## src/rtl/stt_pkg.sv

```systemverilog
`timescale 1ns / 1ps
// Shared types, constants and helpers for the source text tokenizer.
package stt_pkg;

	localparam int CNT_W   = 24;
	localparam int OUT_W   = 24;
	localparam int VAL_W   = 31;
	localparam int NAME_W  = 40;
	localparam int Q_DEPTH = 4;
	localparam int Q_AW    = $clog2(Q_DEPTH);
	localparam int Q_CW    = $clog2(Q_DEPTH + 1);

	localparam logic [VAL_W-1:0] VAL_MAX = {VAL_W{1'b1}};

	localparam logic OP_BYTE = 1'b0;
	localparam logic OP_END  = 1'b1;

	localparam logic [7:0] CH_TAB    = 8'h09;
	localparam logic [7:0] CH_LF     = 8'h0A;
	localparam logic [7:0] CH_QUOTE  = 8'h22;
	localparam logic [7:0] CH_HASH   = 8'h23;
	localparam logic [7:0] CH_LPAREN = 8'h28;
	localparam logic [7:0] CH_RPAREN = 8'h29;
	localparam logic [7:0] CH_STAR   = 8'h2A;
	localparam logic [7:0] CH_PLUS   = 8'h2B;
	localparam logic [7:0] CH_COMMA  = 8'h2C;
	localparam logic [7:0] CH_MINUS  = 8'h2D;
	localparam logic [7:0] CH_SLASH  = 8'h2F;
	localparam logic [7:0] CH_LT     = 8'h3C;
	localparam logic [7:0] CH_EQ     = 8'h3D;
	localparam logic [7:0] CH_GT     = 8'h3E;

	// names packed first character in the low byte
	localparam logic [NAME_W-1:0] KW_PRINT = "tnirp";
	localparam logic [NAME_W-1:0] KW_IF    = {24'd0, "fi"};
	localparam logic [NAME_W-1:0] KW_ELSE  = {8'd0, "esle"};

	typedef enum logic [2:0] {
		SM_IDLE    = 3'd0,
		SM_COMMENT = 3'd1,
		SM_STRING  = 3'd2,
		SM_NUMBER  = 3'd3,
		SM_IDENT   = 3'd4,
		SM_LT      = 3'd5,
		SM_GT      = 3'd6,
		SM_EQ      = 3'd7
	} mode_t;

	typedef enum logic [4:0] {
		TK_IDENT  = 5'd0,
		TK_NUMBER = 5'd1,
		TK_STRING = 5'd2,
		TK_PRINT  = 5'd3,
		TK_IF     = 5'd4,
		TK_ELSE   = 5'd5,
		TK_PLUS   = 5'd6,
		TK_MINUS  = 5'd7,
		TK_STAR   = 5'd8,
		TK_SLASH  = 5'd9,
		TK_EQEQ   = 5'd10,
		TK_NE     = 5'd11,
		TK_GT     = 5'd12,
		TK_GE     = 5'd13,
		TK_LT     = 5'd14,
		TK_LE     = 5'd15,
		TK_EQ     = 5'd16,
		TK_LPAREN = 5'd17,
		TK_RPAREN = 5'd18,
		TK_COMMA  = 5'd19,
		TK_EOF    = 5'd20,
		TK_INDENT = 5'd21,
		TK_EOL    = 5'd22
	} tok_kind_t;

	typedef struct packed {
		logic [4:0]       kind;
		logic [VAL_W-1:0] value;
		logic             ovf;
		logic [OUT_W-1:0] line;
		logic [OUT_W-1:0] start;
		logic [OUT_W-1:0] len;
		logic             last;
	} tok_t;

	typedef struct packed {
		logic two;
		tok_t tok0;
		tok_t tok1;
	} qent_t;

	function automatic logic [OUT_W-1:0] cnt_to_out(input logic [CNT_W-1:0] x);
		logic [CNT_W+OUT_W-1:0] w;
		w = {{OUT_W{1'b0}}, x};
		return w[OUT_W-1:0];
	endfunction

	function automatic logic is_digit(input logic [7:0] c);
		return (c >= 8'h30) && (c <= 8'h39);
	endfunction

	function automatic logic is_alpha(input logic [7:0] c);
		return ((c >= 8'h61) && (c <= 8'h7A)) || ((c >= 8'h41) && (c <= 8'h5A));
	endfunction

endpackage

```

## src/rtl/stt_front.sv

```systemverilog
`timescale 1ns / 1ps
// Scanner front end: takes one byte beat, tracks scan state, builds token entries.
module stt_front (
	input  logic          clk,
	input  logic          arst_n,
	input  logic          accept,
	input  logic          opcode,
	input  logic [7:0]    char_byte,
	output logic          push,
	output stt_pkg::qent_t entry
);
	import stt_pkg::*;

	mode_t             mode_q, mode_d;
	logic [CNT_W-1:0]  line_q, line_d;
	logic [CNT_W-1:0]  pos_q, pos_d;
	logic [CNT_W-1:0]  tstart_q, tstart_d;
	logic [VAL_W-1:0]  acc_q, acc_d;
	logic              ovf_q, ovf_d;
	logic [NAME_W-1:0] name_q, name_d;
	logic [2:0]        nlen_q, nlen_d;

	logic       is_end, dig, alnum;
	logic       do_idle, do_flush;
	logic       id_emit, id_start, id_line;
	logic [4:0] id_kind;
	mode_t      id_mode;

	logic [34:0]       acc_ext, acc_next;
	logic [NAME_W-1:0] name_ins;
	logic [4:0]        ident_kind;
	logic [CNT_W-1:0]  span, span1;

	logic a_v, b_v;
	tok_t a_tok, b_tok;

	assign is_end = (opcode == OP_END);
	assign dig    = is_digit(char_byte);
	assign alnum  = dig || is_alpha(char_byte);
	assign span   = pos_q - tstart_q;
	assign span1  = pos_q - tstart_q + {{(CNT_W-1){1'b0}}, 1'b1};

	assign acc_ext  = {4'd0, acc_q};
	assign acc_next = (acc_ext << 3) + (acc_ext << 1) + {31'd0, char_byte[3:0]};
	assign name_ins = {{(NAME_W-8){1'b0}}, char_byte} << {nlen_q, 3'b000};

	always_comb begin
		if (nlen_q == 3'd5 && name_q == KW_PRINT) begin
			ident_kind = TK_PRINT;
		end else if (nlen_q == 3'd2 && name_q == KW_IF) begin
			ident_kind = TK_IF;
		end else if (nlen_q == 3'd4 && name_q == KW_ELSE) begin
			ident_kind = TK_ELSE;
		end else begin
			ident_kind = TK_IDENT;
		end
	end

	// classify the byte as seen from idle, and decide flush and rescan
	always_comb begin
		id_emit  = 1'b0;
		id_start = 1'b0;
		id_line  = 1'b0;
		id_kind  = TK_IDENT;
		id_mode  = SM_IDLE;
		case (char_byte)
			CH_PLUS: begin id_emit = 1'b1; id_kind = TK_PLUS; end
			CH_MINUS: begin id_emit = 1'b1; id_kind = TK_MINUS; end
			CH_STAR: begin id_emit = 1'b1; id_kind = TK_STAR; end
			CH_SLASH: begin id_emit = 1'b1; id_kind = TK_SLASH; end
			CH_LPAREN: begin id_emit = 1'b1; id_kind = TK_LPAREN; end
			CH_RPAREN: begin id_emit = 1'b1; id_kind = TK_RPAREN; end
			CH_COMMA: begin id_emit = 1'b1; id_kind = TK_COMMA; end
			CH_TAB: begin id_emit = 1'b1; id_kind = TK_INDENT; end
			CH_LF: begin id_emit = 1'b1; id_kind = TK_EOL; id_line = 1'b1; end
			CH_HASH: id_mode = SM_COMMENT;
			CH_QUOTE: begin id_mode = SM_STRING; id_start = 1'b1; end
			CH_LT: begin id_mode = SM_LT; id_start = 1'b1; end
			CH_GT: begin id_mode = SM_GT; id_start = 1'b1; end
			CH_EQ: begin id_mode = SM_EQ; id_start = 1'b1; end
			default: begin
				if (dig) begin
					id_mode  = SM_NUMBER;
					id_start = 1'b1;
				end else if (alnum) begin
					id_mode  = SM_IDENT;
					id_start = 1'b1;
				end
			end
		endcase

		do_flush = is_end;
		do_idle  = 1'b0;
		if (!is_end) begin
			case (mode_q)
				SM_IDLE: do_idle = 1'b1;
				SM_COMMENT: do_idle = (char_byte == CH_LF);
				SM_STRING: do_idle = 1'b0;
				SM_NUMBER: begin do_flush = !dig; do_idle = !dig; end
				SM_IDENT: begin do_flush = !alnum; do_idle = !alnum; end
				SM_LT, SM_GT, SM_EQ: begin
					do_flush = (char_byte != CH_EQ);
					do_idle  = (char_byte != CH_EQ);
				end
				default: do_idle = 1'b0;
			endcase
		end
	end

	// next state
	always_comb begin
		mode_d   = mode_q;
		line_d   = line_q;
		pos_d    = pos_q;
		tstart_d = tstart_q;
		acc_d    = acc_q;
		ovf_d    = ovf_q;
		name_d   = name_q;
		nlen_d   = nlen_q;
		if (accept) begin
			if (is_end) begin
				mode_d   = SM_IDLE;
				line_d   = {{(CNT_W-1){1'b0}}, 1'b1};
				pos_d    = '0;
				tstart_d = '0;
				acc_d    = '0;
				ovf_d    = 1'b0;
				name_d   = '0;
				nlen_d   = '0;
			end else begin
				pos_d = pos_q + {{(CNT_W-1){1'b0}}, 1'b1};
				case (mode_q)
					SM_STRING: begin
						if (char_byte == CH_QUOTE) begin
							mode_d = SM_IDLE;
						end else if (char_byte == CH_LF) begin
							line_d = line_q + {{(CNT_W-1){1'b0}}, 1'b1};
						end
					end
					SM_NUMBER: begin
						if (dig) begin
							if (acc_next > {4'd0, VAL_MAX}) begin
								acc_d = VAL_MAX;
								ovf_d = 1'b1;
							end else begin
								acc_d = acc_next[VAL_W-1:0];
							end
						end
					end
					SM_IDENT: begin
						if (alnum) begin
							if (nlen_q < 3'd5) name_d = name_q | name_ins;
							if (nlen_q < 3'd6) nlen_d = nlen_q + 3'd1;
						end
					end
					SM_LT, SM_GT, SM_EQ: begin
						if (char_byte == CH_EQ) mode_d = SM_IDLE;
					end
					default: mode_d = mode_q;
				endcase
				if (do_idle) begin
					mode_d = id_mode;
					if (id_start) tstart_d = pos_q;
					if (id_line) line_d = line_q + {{(CNT_W-1){1'b0}}, 1'b1};
					if (id_mode == SM_NUMBER) begin
						acc_d = {{(VAL_W-4){1'b0}}, char_byte[3:0]};
						ovf_d = 1'b0;
					end
					if (id_mode == SM_IDENT) begin
						name_d = {{(NAME_W-8){1'b0}}, char_byte};
						nlen_d = 3'd1;
					end
				end
			end
		end
	end

	// tokens produced by this beat
	always_comb begin
		a_v   = 1'b0;
		b_v   = 1'b0;
		a_tok = '0;
		b_tok = '0;
		a_tok.line  = cnt_to_out(line_q);
		a_tok.start = cnt_to_out(tstart_q);
		b_tok.line  = cnt_to_out(line_q);
		b_tok.start = cnt_to_out(pos_q);
		b_tok.last  = 1'b1;

		if (do_flush) begin
			case (mode_q)
				SM_NUMBER: begin
					a_v         = 1'b1;
					a_tok.kind  = TK_NUMBER;
					a_tok.value = acc_q;
					a_tok.ovf   = ovf_q;
					a_tok.len   = cnt_to_out(span);
				end
				SM_IDENT: begin
					a_v        = 1'b1;
					a_tok.kind = ident_kind;
					a_tok.len  = cnt_to_out(span);
				end
				SM_LT: begin a_v = 1'b1; a_tok.kind = TK_LT; a_tok.len = OUT_W'(1); end
				SM_GT: begin a_v = 1'b1; a_tok.kind = TK_GT; a_tok.len = OUT_W'(1); end
				SM_EQ: begin a_v = 1'b1; a_tok.kind = TK_EQ; a_tok.len = OUT_W'(1); end
				default: a_v = 1'b0;
			endcase
		end else if (!is_end && mode_q == SM_STRING && char_byte == CH_QUOTE) begin
			a_v        = 1'b1;
			a_tok.kind = TK_STRING;
			a_tok.len  = cnt_to_out(span1);
		end else if (!is_end && char_byte == CH_EQ &&
				(mode_q == SM_LT || mode_q == SM_GT || mode_q == SM_EQ)) begin
			a_v       = 1'b1;
			a_tok.len = OUT_W'(2);
			case (mode_q)
				SM_LT: a_tok.kind = TK_LE;
				SM_GT: a_tok.kind = TK_GE;
				default: a_tok.kind = TK_EQEQ;
			endcase
		end

		if (is_end) begin
			b_v        = 1'b1;
			b_tok.kind = TK_EOF;
		end else if (do_idle && id_emit) begin
			b_v        = 1'b1;
			b_tok.kind = id_kind;
			b_tok.len  = OUT_W'(1);
		end

		a_tok.last = !b_v;
	end

	assign push      = accept && (a_v || b_v);
	assign entry.two = a_v && b_v;
	assign entry.tok0 = a_v ? a_tok : b_tok;
	assign entry.tok1 = b_tok;

	always_ff @(posedge clk or negedge arst_n) begin
		if (!arst_n) begin
			mode_q   <= SM_IDLE;
			line_q   <= {{(CNT_W-1){1'b0}}, 1'b1};
			pos_q    <= '0;
			tstart_q <= '0;
			acc_q    <= '0;
			ovf_q    <= 1'b0;
			name_q   <= '0;
			nlen_q   <= '0;
		end else begin
			mode_q   <= mode_d;
			line_q   <= line_d;
			pos_q    <= pos_d;
			tstart_q <= tstart_d;
			acc_q    <= acc_d;
			ovf_q    <= ovf_d;
			name_q   <= name_d;
			nlen_q   <= nlen_d;
		end
	end

endmodule

```

## src/rtl/stt_queue.sv

```systemverilog
`timescale 1ns / 1ps
// Short entry queue between the scanner front end and the token back end.
module stt_queue (
	input  logic           clk,
	input  logic           arst_n,
	input  logic           push,
	input  stt_pkg::qent_t wdata,
	input  logic           pop,
	output stt_pkg::qent_t rdata,
	output logic           nonempty,
	output logic           full
);
	import stt_pkg::*;

	qent_t           mem_q [Q_DEPTH];
	logic [Q_AW-1:0] wptr_q, rptr_q;
	logic [Q_CW-1:0] cnt_q;

	assign rdata    = mem_q[rptr_q];
	assign nonempty = (cnt_q != '0);
	assign full     = (cnt_q == Q_CW'(Q_DEPTH));

	always_ff @(posedge clk) begin
		if (push) mem_q[wptr_q] <= wdata;
	end

	always_ff @(posedge clk or negedge arst_n) begin
		if (!arst_n) begin
			wptr_q <= '0;
			rptr_q <= '0;
			cnt_q  <= '0;
		end else begin
			if (push) wptr_q <= (wptr_q == Q_AW'(Q_DEPTH - 1)) ? '0 : wptr_q + Q_AW'(1);
			if (pop) rptr_q <= (rptr_q == Q_AW'(Q_DEPTH - 1)) ? '0 : rptr_q + Q_AW'(1);
			case ({push, pop})
				2'b10: cnt_q <= cnt_q + Q_CW'(1);
				2'b01: cnt_q <= cnt_q - Q_CW'(1);
				default: cnt_q <= cnt_q;
			endcase
		end
	end

endmodule

```

## src/rtl/stt_back.sv

```systemverilog
`timescale 1ns / 1ps
// Token back end: splits queue entries into single token beats behind an output register.
module stt_back (
	input  logic           clk,
	input  logic           arst_n,
	input  stt_pkg::qent_t head,
	input  logic           nonempty,
	output logic           pop,
	input  logic           stall,
	output logic           valid,
	output stt_pkg::tok_t  tok
);
	import stt_pkg::*;

	logic load;
	logic half_q;
	logic valid_q;
	tok_t tok_q;

	assign load  = nonempty && (!valid_q || !stall);
	assign pop   = load && (!head.two || half_q);
	assign valid = valid_q;
	assign tok   = tok_q;

	always_ff @(posedge clk) begin
		if (load) tok_q <= half_q ? head.tok1 : head.tok0;
	end

	always_ff @(posedge clk or negedge arst_n) begin
		if (!arst_n) begin
			valid_q <= 1'b0;
			half_q  <= 1'b0;
		end else begin
			if (load) begin
				valid_q <= 1'b1;
				half_q  <= head.two && !half_q;
			end else if (!stall) begin
				valid_q <= 1'b0;
			end
		end
	end

endmodule

```

## src/rtl/source_text_tokenizer.sv

```systemverilog
`timescale 1ns / 1ps
// Source text tokenizer top level: scanner front end, entry queue, token back end.
//
// Input channel (src_valid / src_stall): one beat per source byte with
// opcode = 0, then a beat with opcode = 1 to mark end of source. A beat is
// taken when src_valid is high and src_stall low; one beat per cycle is
// taken while the entry queue has room.
// Output channel (tok_valid / tok_stall): one beat per token, carrying type,
// value, overflow flag, line, start offset, length and last_in_run, which
// marks the final token caused by one input beat. A byte gives zero, one or
// two tokens; end of source flushes any pending token, then gives end of file.
// A token passes through the entry queue, then the output register.
// One input beat per cycle while the queue has room, one token per cycle while
// tok_stall is low; the back end splits a two-token entry into two token beats.
// The front and back ends meet at a four-entry queue; src_stall rises only
// when that queue is full, so a stalled receiver backs up the queue and then
// the source. A stalled token beat holds its payload.
// Reset clears the scan state (line 1, offset 0), empties the queue and drops
// any token not yet taken. End of source also rewinds the scan state.
module source_text_tokenizer (
	input  logic        clk,
	input  logic        arst_n,
	input  logic        src_valid,
	output logic        src_stall,
	input  logic        opcode,
	input  logic [7:0]  char_byte,
	output logic        tok_valid,
	input  logic        tok_stall,
	output logic [4:0]  token_type,
	output logic [30:0] number_value,
	output logic        number_overflow,
	output logic [23:0] line_number,
	output logic [23:0] start_offset,
	output logic [23:0] token_length,
	output logic        last_in_run
);
	import stt_pkg::*;

	logic  accept, push, pop, nonempty, full;
	qent_t wentry, head;
	tok_t  tok;

	assign src_stall = full;
	assign accept    = src_valid && !full;

	stt_front u_front (
		.clk       (clk),
		.arst_n    (arst_n),
		.accept    (accept),
		.opcode    (opcode),
		.char_byte (char_byte),
		.push      (push),
		.entry     (wentry)
	);

	stt_queue u_queue (
		.clk      (clk),
		.arst_n   (arst_n),
		.push     (push),
		.wdata    (wentry),
		.pop      (pop),
		.rdata    (head),
		.nonempty (nonempty),
		.full     (full)
	);

	stt_back u_back (
		.clk      (clk),
		.arst_n   (arst_n),
		.head     (head),
		.nonempty (nonempty),
		.pop      (pop),
		.stall    (tok_stall),
		.valid    (tok_valid),
		.tok      (tok)
	);

	assign token_type      = tok.kind;
	assign number_value    = tok.value;
	assign number_overflow = tok.ovf;
	assign line_number     = tok.line;
	assign start_offset    = tok.start;
	assign token_length    = tok.len;
	assign last_in_run     = tok.last;

endmodule

```

## config.mk

```make
export PLATFORM = sky130hd
export DESIGN_NAME = source_text_tokenizer
export DESIGN_NICKNAME = d
export VERILOG_FILES = /design/src/rtl/stt_pkg.sv /design/src/rtl/stt_front.sv /design/src/rtl/stt_queue.sv /design/src/rtl/stt_back.sv /design/src/rtl/source_text_tokenizer.sv
export SDC_FILE = /design/constraint.sdc
export NUM_CORES = 1
export LEC_CHECK = 0
export BUFFER_PORTS_ARGS = -buffer_cell sky130_fd_sc_hd__buf_2
export CAP_MARGIN = 20
export CORE_MARGIN = 3
export CORE_UTILIZATION = 45
export DETAILED_ROUTE_END_ITERATION = 10
export PLACE_DENSITY_LB_ADDON = 0.08
export SYNTH_ARGS = -nofsm -noshare
export SYNTH_HDL_FRONTEND = slang
export SYNTH_SLANG_ARGS = --single-unit
```

## constraint.sdc

```tcl
create_clock -name clk -period 10.1 [get_ports clk]
set_input_delay 2.02 -clock clk [delete_from_list [all_inputs] [get_ports clk]]
set_output_delay 2.02 -clock clk [all_outputs]
set_load 0.03 [all_outputs]
```

# ---- Yosys cells after proc, flatten, opt, wreduce, memory -nomap -nowiden
# Memory sizes are Yosys's and may differ from the RTL's.
# Cells that the tools add are included.
dict set report word_totals {
  reg_bits 269
  mem_bits_rw 752
  inputBits 13
  out_inout_bits 112
  elab_cells 213
  memories 1
}
# name words word_bits rd rd_ports_with_merged_regs write_ports line
set mem_list {}
lappend mem_list {u_queue.mem_q 4 188 1 0 1 stt_queue.sv:15} ;# qent_t mem_q [Q_DEPTH];
dict set report op_classes {
  n_addsub 11
  n_lt_le_gt_ge 9
  n_eq_ne 38
  shifts 1
  muxes 85
  n_bitwise 1
  reduce_logical 47
}
# cell n
set ops {}
lappend ops {{$mux W24} 13}
lappend ops {{$mux W40} 6}
lappend ops {{$mux W110} 2}
lappend ops {{$mux W31} 6}
lappend ops {{$eq A8 B6 Y1 const B} 12}
lappend ops {{$add A24 B1 Y24 const B} 3}
lappend ops {{$mux W32} 2}
lappend ops {{$pmux W24 S2} 1}
lappend ops {{$pmux W5 S9} 1}
lappend ops {{$eq A40 B15 Y1 const B} 1}
lappend ops {{$eq A40 B31 Y1 const B} 1}
lappend ops {{$eq A40 B39 Y1 const B} 1}
lappend ops {{$or A40 B40 Y40} 1}
lappend ops {{$shl A8 B6 Y40} 1}
lappend ops {{$mux W3} 13}
lappend ops {{$add A34 B32 Y35} 1}
lappend ops {{$add A35 B4 Y35} 1}
lappend ops {{$gt A35 B31 Y1 const B} 1}
lappend ops {{$mux W5} 7}
lappend ops {{$pmux W5 S5} 1}
lappend ops {{$eq A3 B3 Y1 const B} 8}
lappend ops {{$sub A24 B24 Y24} 1}
lappend ops {{$mux W1} 23}
lappend ops {{$pmux W3 S2} 3}
lappend ops {{37 further kinds} 82}

# ---- Longest topological paths before layout
dict set report depth {
  word_depth 14
  ltp_mapped 16
  ltp_nobuf 14
}

# ---- Hierarchy
# From an unflattened synthesis, not the netlist that was laid out.
dict set report unflattened {
  hier_cells 3019
  hier_area_um2 50040.5
}
# mod instances cells_each area_per_inst_um2 seq_area_each_um2
set modules_own_cells {}
lappend modules_own_cells {stt_queue 1 1190 32388.6 26720.6}
lappend modules_own_cells {stt_front 1 1589 12894.9 3754.9}
lappend modules_own_cells {stt_back 1 239 4743.3 3353.2}
lappend modules_own_cells {source_text_tokenizer 1 1 13.8 0.0}

# ---- Worst setup path after synthesis
# Ideal clock, no wire load.
dict set report synth_path {
  path_type {input to register}
  startpoint {input port char_byte[3]}
  endpoint {memory u_queue.mem_q[0][0] (netlist bit) (enable)}
  setup_time_ps 517
  arrival_time_ps 7300
  required_ps 9583
  setup_slack_ps 2282
  stages 8
  n_path_buf 0
  cell_sequence {or4_1 o221ai_2 nand3_1 a31oi_4 nor2b_1 nor2_1 a21oi_1 and2_1}
}
dict set report synth_via {
  elab_chain_len 14
  elab_cells_between_ends 44
  cone_classes {6 x order compare; 12 x eq/ne; 12 x mux; 14 x reduce/logical}
}
# item line
set synth_rtl {}
lappend synth_rtl {{from (decl)} source_text_tokenizer.sv:26} ;# input logic [7:0] char_byte,
lappend synth_rtl {{$ge A8 B7 Y1 or $le A8 B7 Y1 (tied branches)} stt_pkg.sv:102} ;# return ((c >= 8'h61) && (c <= 8'h7A)) || ((c >= 8'h41) && (c <= 8'h5A));
lappend synth_rtl {{$logic_and A1 B1 Y1} stt_pkg.sv:102}
lappend synth_rtl {{$logic_or A1 B1 Y1} stt_pkg.sv:102}
lappend synth_rtl {{$logic_or A1 B1 Y1} stt_front.sv:39} ;# assign alnum = dig || is_alpha(char_byte);
lappend synth_rtl {{$logic_not A1 Y1} stt_front.sv:100} ;# SM_IDENT: begin do_flush = !alnum; do_idle = !alnum; end
lappend synth_rtl {{$pmux W1 S6} stt_front.sv:95} ;# case (mode_q)
lappend synth_rtl {{$mux W1} stt_front.sv:94} ;# if (!is_end) begin
lappend synth_rtl {{$logic_and A1 B1 Y1} stt_front.sv:227} ;# end else if (do_idle && id_emit) begin
lappend synth_rtl {{$mux W1} stt_front.sv:227}
lappend synth_rtl {{$mux W1} stt_front.sv:224} ;# if (is_end) begin
lappend synth_rtl {{$logic_or A1 B1 Y1 (*)} stt_front.sv:236} ;# assign push = accept && (a_v || b_v);
lappend synth_rtl {{$logic_and A1 B1 Y1 (*)} stt_front.sv:236}
lappend synth_rtl {{$mux W1 (*)} stt_queue.sv:24} ;# if (push) mem_q[wptr_q] <= wdata;
lappend synth_rtl {{$mux W1 (implied by the code) (*)} stt_queue.sv:24}
lappend synth_rtl {{to (decl)} stt_queue.sv:15}
# Mark *: on every way between the ends. The rest lies on a longest branch, timed or not.

# ---- Final worst setup path
dict set report layout_path {
  startpoint {input port char_byte[0]}
  endpoint {memory u_queue.mem_q[3][99] (netlist bit) (enable)}
}
# Same word-level chain as after synthesis.

==> summary by stage <==
Run status
The run finished with clean final reports.

CTS
The maximum root-to-sink buffer count is 3. Gates resized during post-CTS repair numbered 0. The H-tree generated during clock tree synthesis spans 3 levels. TritonCTS created 89 clock buffers. The total setup buffers inserted after CTS is 0. The post-CTS clock slew at the launch and capture registers of the worst setup and hold paths is 60 ps.

The root buffer cell chosen for the clock tree is clkbuf_16. The number of hold buffers added after CTS is 0. The CTS tree is yes. The later-pin clock latency in the skew report is 630 ps. The tree built by TritonCTS fans out to between 800 and 900 sinks.

Floorplanning
The die width is 293.5 um. The y dimension of the die is 293.5 um. The area of the placeable core is a little over 80000 um2. The number of I/O pins is 125.

The area of the die is 86150 um2. The effective utilization at floorplan is 45.81%. The floorplan has 104 rows.

Power and ir drop
Sequential cells account for between 40% and 50% of the total power. The internal power of the cells totals 7.777 mW. The maximum ir drop on the vdd rail is 0.1724 mV. The proportion of power drawn by the clock network is 27.3%. The share of total power consumed by net switching is 33.27%. For this design the static power due to leakage is 15.50 nW. The power density normalized to cell area is 278.3 nW/um2. The part of the total power dissipated in combinational logic is 31.1%. For this design the total switching power over the nets is 3.877 mW.

Final layout
After the flow finishes, the layout carries non-filler instances totaling 3833. Leaving out fill and tap cells, the most frequent cell in the layout is edfxtp_1. Of the cells placed in the final design, the portion with a size suffix greater than 1 is between 10% and 20%.

In the final design database the tool counted roughly 2800 nets. The filler cells instantiated in the layout total 6838. The synthesis-to-layout area growth is 12.58%. Leaving out fill and tap cells, the most frequent cells in the layout are edfxtp_1 (674), nand2_1 (261), dfrtp_1 (156).

Setup path
The classification of the worst setup path is input port to register. The sort of element at the end of the critical path is a register. The critical path data required time is 10360 ps.

For flop-to-flop paths, the worst setup slack is 5180 ps. The kind of start point of the critical path is an input port. For the worst flop-to-flop path, the logic depth is 9. The worst register-to-register path begins at u_front.mode_q[2]. The maximum net fanout on the critical path is 82. The endpoint arrival time on the critical path is about 6300 ps. The reg-to-reg endpoint is u_queue.mem_q[3][99].

Routing
For this block, the routed nets add up to 85110 um of wire. For this block, the initial DRC count from the detailed router was 1643. The routed layout has 21860 vias. The residual DRC count is 0. Once detail routing completed, the nets flagged for antenna violations numbered 0. After detailed routing, the number of vias per cell comes to 5.703. The first-pass detailed-route iteration total is 5.

The average wire per cell in the routed design is 22.20 um.

Placement
The global placement routability congestion is 0.8862. After legalization and detailed placement, the total HPWL measured 53780 um. In this run, placement finished with an instance count of 3665. The number of input and output port buffers inserted is 124.

GRT
Entering global routing, the biggest net connects 90 pins. Global routing consumed, on the met2 layer, 33.68% of the routing resources. The initial antenna violation count came to 3.

The first global-routing pass estimated 133400 um of wire. The layer with the highest usage is met2. The global routing usage on met3 is 2.593%. For this run, the total global-route usage over all layers was measured as around 20%. After global routing the overflow that remains totals 0. The number of global-route vias before repair is 22500. The met1 track utilization from global routing is 27.80%.

Timing
The hold violation count in the final report is 0. Setup total negative slack on the finished layout was measured at 0 ps. The highest attainable clock frequency is between 0.15 and 0.2 GHz.

Between clock sinks in the finished design, the worst skew comes to between 20 and 25 ps. Setup violations remaining at the end of the flow were counted as 0. The final period demand of the worst path is 6056 ps. The measured slew at the worst slew-check pin is 1065 ps. The worst pin sits at a relative slew slack of 28.12%. The number of pins with negative max-slew slack in the final report is 0. Setup repair after global routing left no endpoint under its margin. The part of the cycle the worst path needs is between 50 and 60%.

Yosys
In this run, distinct cell masters in the synthesized netlist total 96. The register area share after synthesis is 65.11%. For this run, the leading register cell type out of synthesis is edfxtp_1. The flop and latch count out of synthesis is roughly 830. The yosys synthesis warning count is 0. The async set or reset register ratio after synthesis is a little under a fifth. The synthesized area per cell is 14.45 um2. In this run, synthesis inferred between 600 and 700 flip-flops with an integrated enable.

The synthesized instance count is 2574. The total standard cell area after synthesis is roughly 37000 um2. Synthesis produced a netlist with a net count of 2688.

Hold path
The worst hold path begins at u_front.tstart_q[7]. In this run the worst hold path is classified as register to register. The number of instances on the worst hold path is 2. The worst hold path endpoint is u_front.tstart_q[7].

Flow run
The tool flagged a number of max-cap violations equal to 0.
stage by stage:
| stage | cell area [um2] | utilization [%] | power, mW | hold WS [ps] | setup WS [ps] |
|---|---|---|---|---|---|
| after floorplan | 37200 | - | 7.536 | 443.7 | 2282 |
| after global placement | 38940 | 47.95 | 8.565 | 461.8 | 3482 |
| after detailed placement | 38940 | 47.95 | 8.618 | 470.0 | 3361 |
| after CTS | 41820 | 51.50 | 11.83 | 482.3 | 4024 |
| after global routing | 41870 | 51.57 | 12.30 | 502.9 | 3696 |
| final | 41880 | 51.57 | 11.65 | 477.6 | 4044 |
per-layer routing:
layer  share of wire (%)  up-vias
li1                    -    10150
met1                  45    11110
met2                  49      488
met3                 4.1      106
met4                 1.8        0
met5                   0        -
area by class of cell:
cell class / instances / area [um2] / share of cell area, %
clock inverters: 53 / 485.5 / 1.159
diodes: 1 / 2.502 / 0.005976
clock buffers: 112 / 2396 / 5.722
multi-input cells: 1549 / 12250 / 29.25
flip-flops and latches: 833 / 24230 / 57.86
repair buffers: 155 / 924.6 / 2.208
inverters: 70 / 265.3 / 0.6334
well taps: 1060 / 1326 / 3.167
worst max-delay path by stage:
stage,cells past startpoint,from,end
after detailed placement,10,char_byte[0],u_queue.mem_q[3][87]
after global routing,10,char_byte[0],u_queue.mem_q[2][28]
after floorplan,8,char_byte[3],u_queue.mem_q[0][0]
final,10,char_byte[0],u_queue.mem_q[3][99]
after CTS,10,char_byte[0],u_queue.mem_q[3][91]
after global placement,10,char_byte[0],u_queue.mem_q[2][88]
worst max-delay path: stages:
cell	delay (ps)
buf_2	250
or4_1	570
o221ai_2	250
nand3_1	230
a31oi_4	370
nor2b_1	450
nor2_1	110
a21oi_1	520
and2_4	910
buf_12	500
flip-flops by register name (all words and copies together) (netlist names):
name	count
u_back.half_q	1
u_back.tok	110
u_back.valid	1
u_front.acc_q	31
u_front.line_q	24
u_front.mode_q	3
u_front.name_q	40
u_front.nlen_q	3
u_front.ovf_q	1
u_front.pos_q	24
u_front.tstart_q	24
u_queue.cnt_q	3
u_queue.mem_q	564
u_queue.rptr_q	2
u_queue.wptr_q	2
synth_stat cells, drive strengths merged, types with 15 or more instances:
cell type	number	area share (%)
a211oi	15	0.32
edfxtp	674	54
dfrtp	158	11
a221o	33	0.89
xor2	36	0.89
inv	70	0.71
and3	45	0.76
nand4	28	0.47
a21oi	91	1.2
o31ai	15	0.35
xnor2	53	1.3
nand2b	41	0.71
a21o	29	0.59
nor2	138	1.4
buf	39	0.46
clkbuf	83	0.84
mux4	141	8.5
nand2	261	2.6
nor2b	16	0.27
nor3	41	0.60
nand3	44	0.59
and2	70	1.2
o21ai	139	1.9
a22o	27	0.64
ha	97	3.3
power by group through the flow:
stage,registers (mW),logic (mW),clock network (mW)
after floorplan,5.34,2.20,0
after global placement,4.89,3.67,0
after detailed placement,4.93,3.69,0
after CTS,4.86,3.70,3.27
after global routing,4.92,3.96,3.41
final,4.85,3.62,3.18
kinds of logic (layout without fill, tap and decap cells):
group                      Yosys count  after routing  share of synthesized area (%)
muxes                              155            155                          8.931
xor gates and xnor gates            89             89                          2.156
buffers and inverters              192            390                          2.011
other                                0              1                              0
DFF                                833            833                          65.11
and+or+nand+nor                    754            754                          10.10
AOI/OAI and AO/OA                  450            450                          8.208
adders and majority gates          101            101                          3.478
Power figures use the tool's default switching activity.
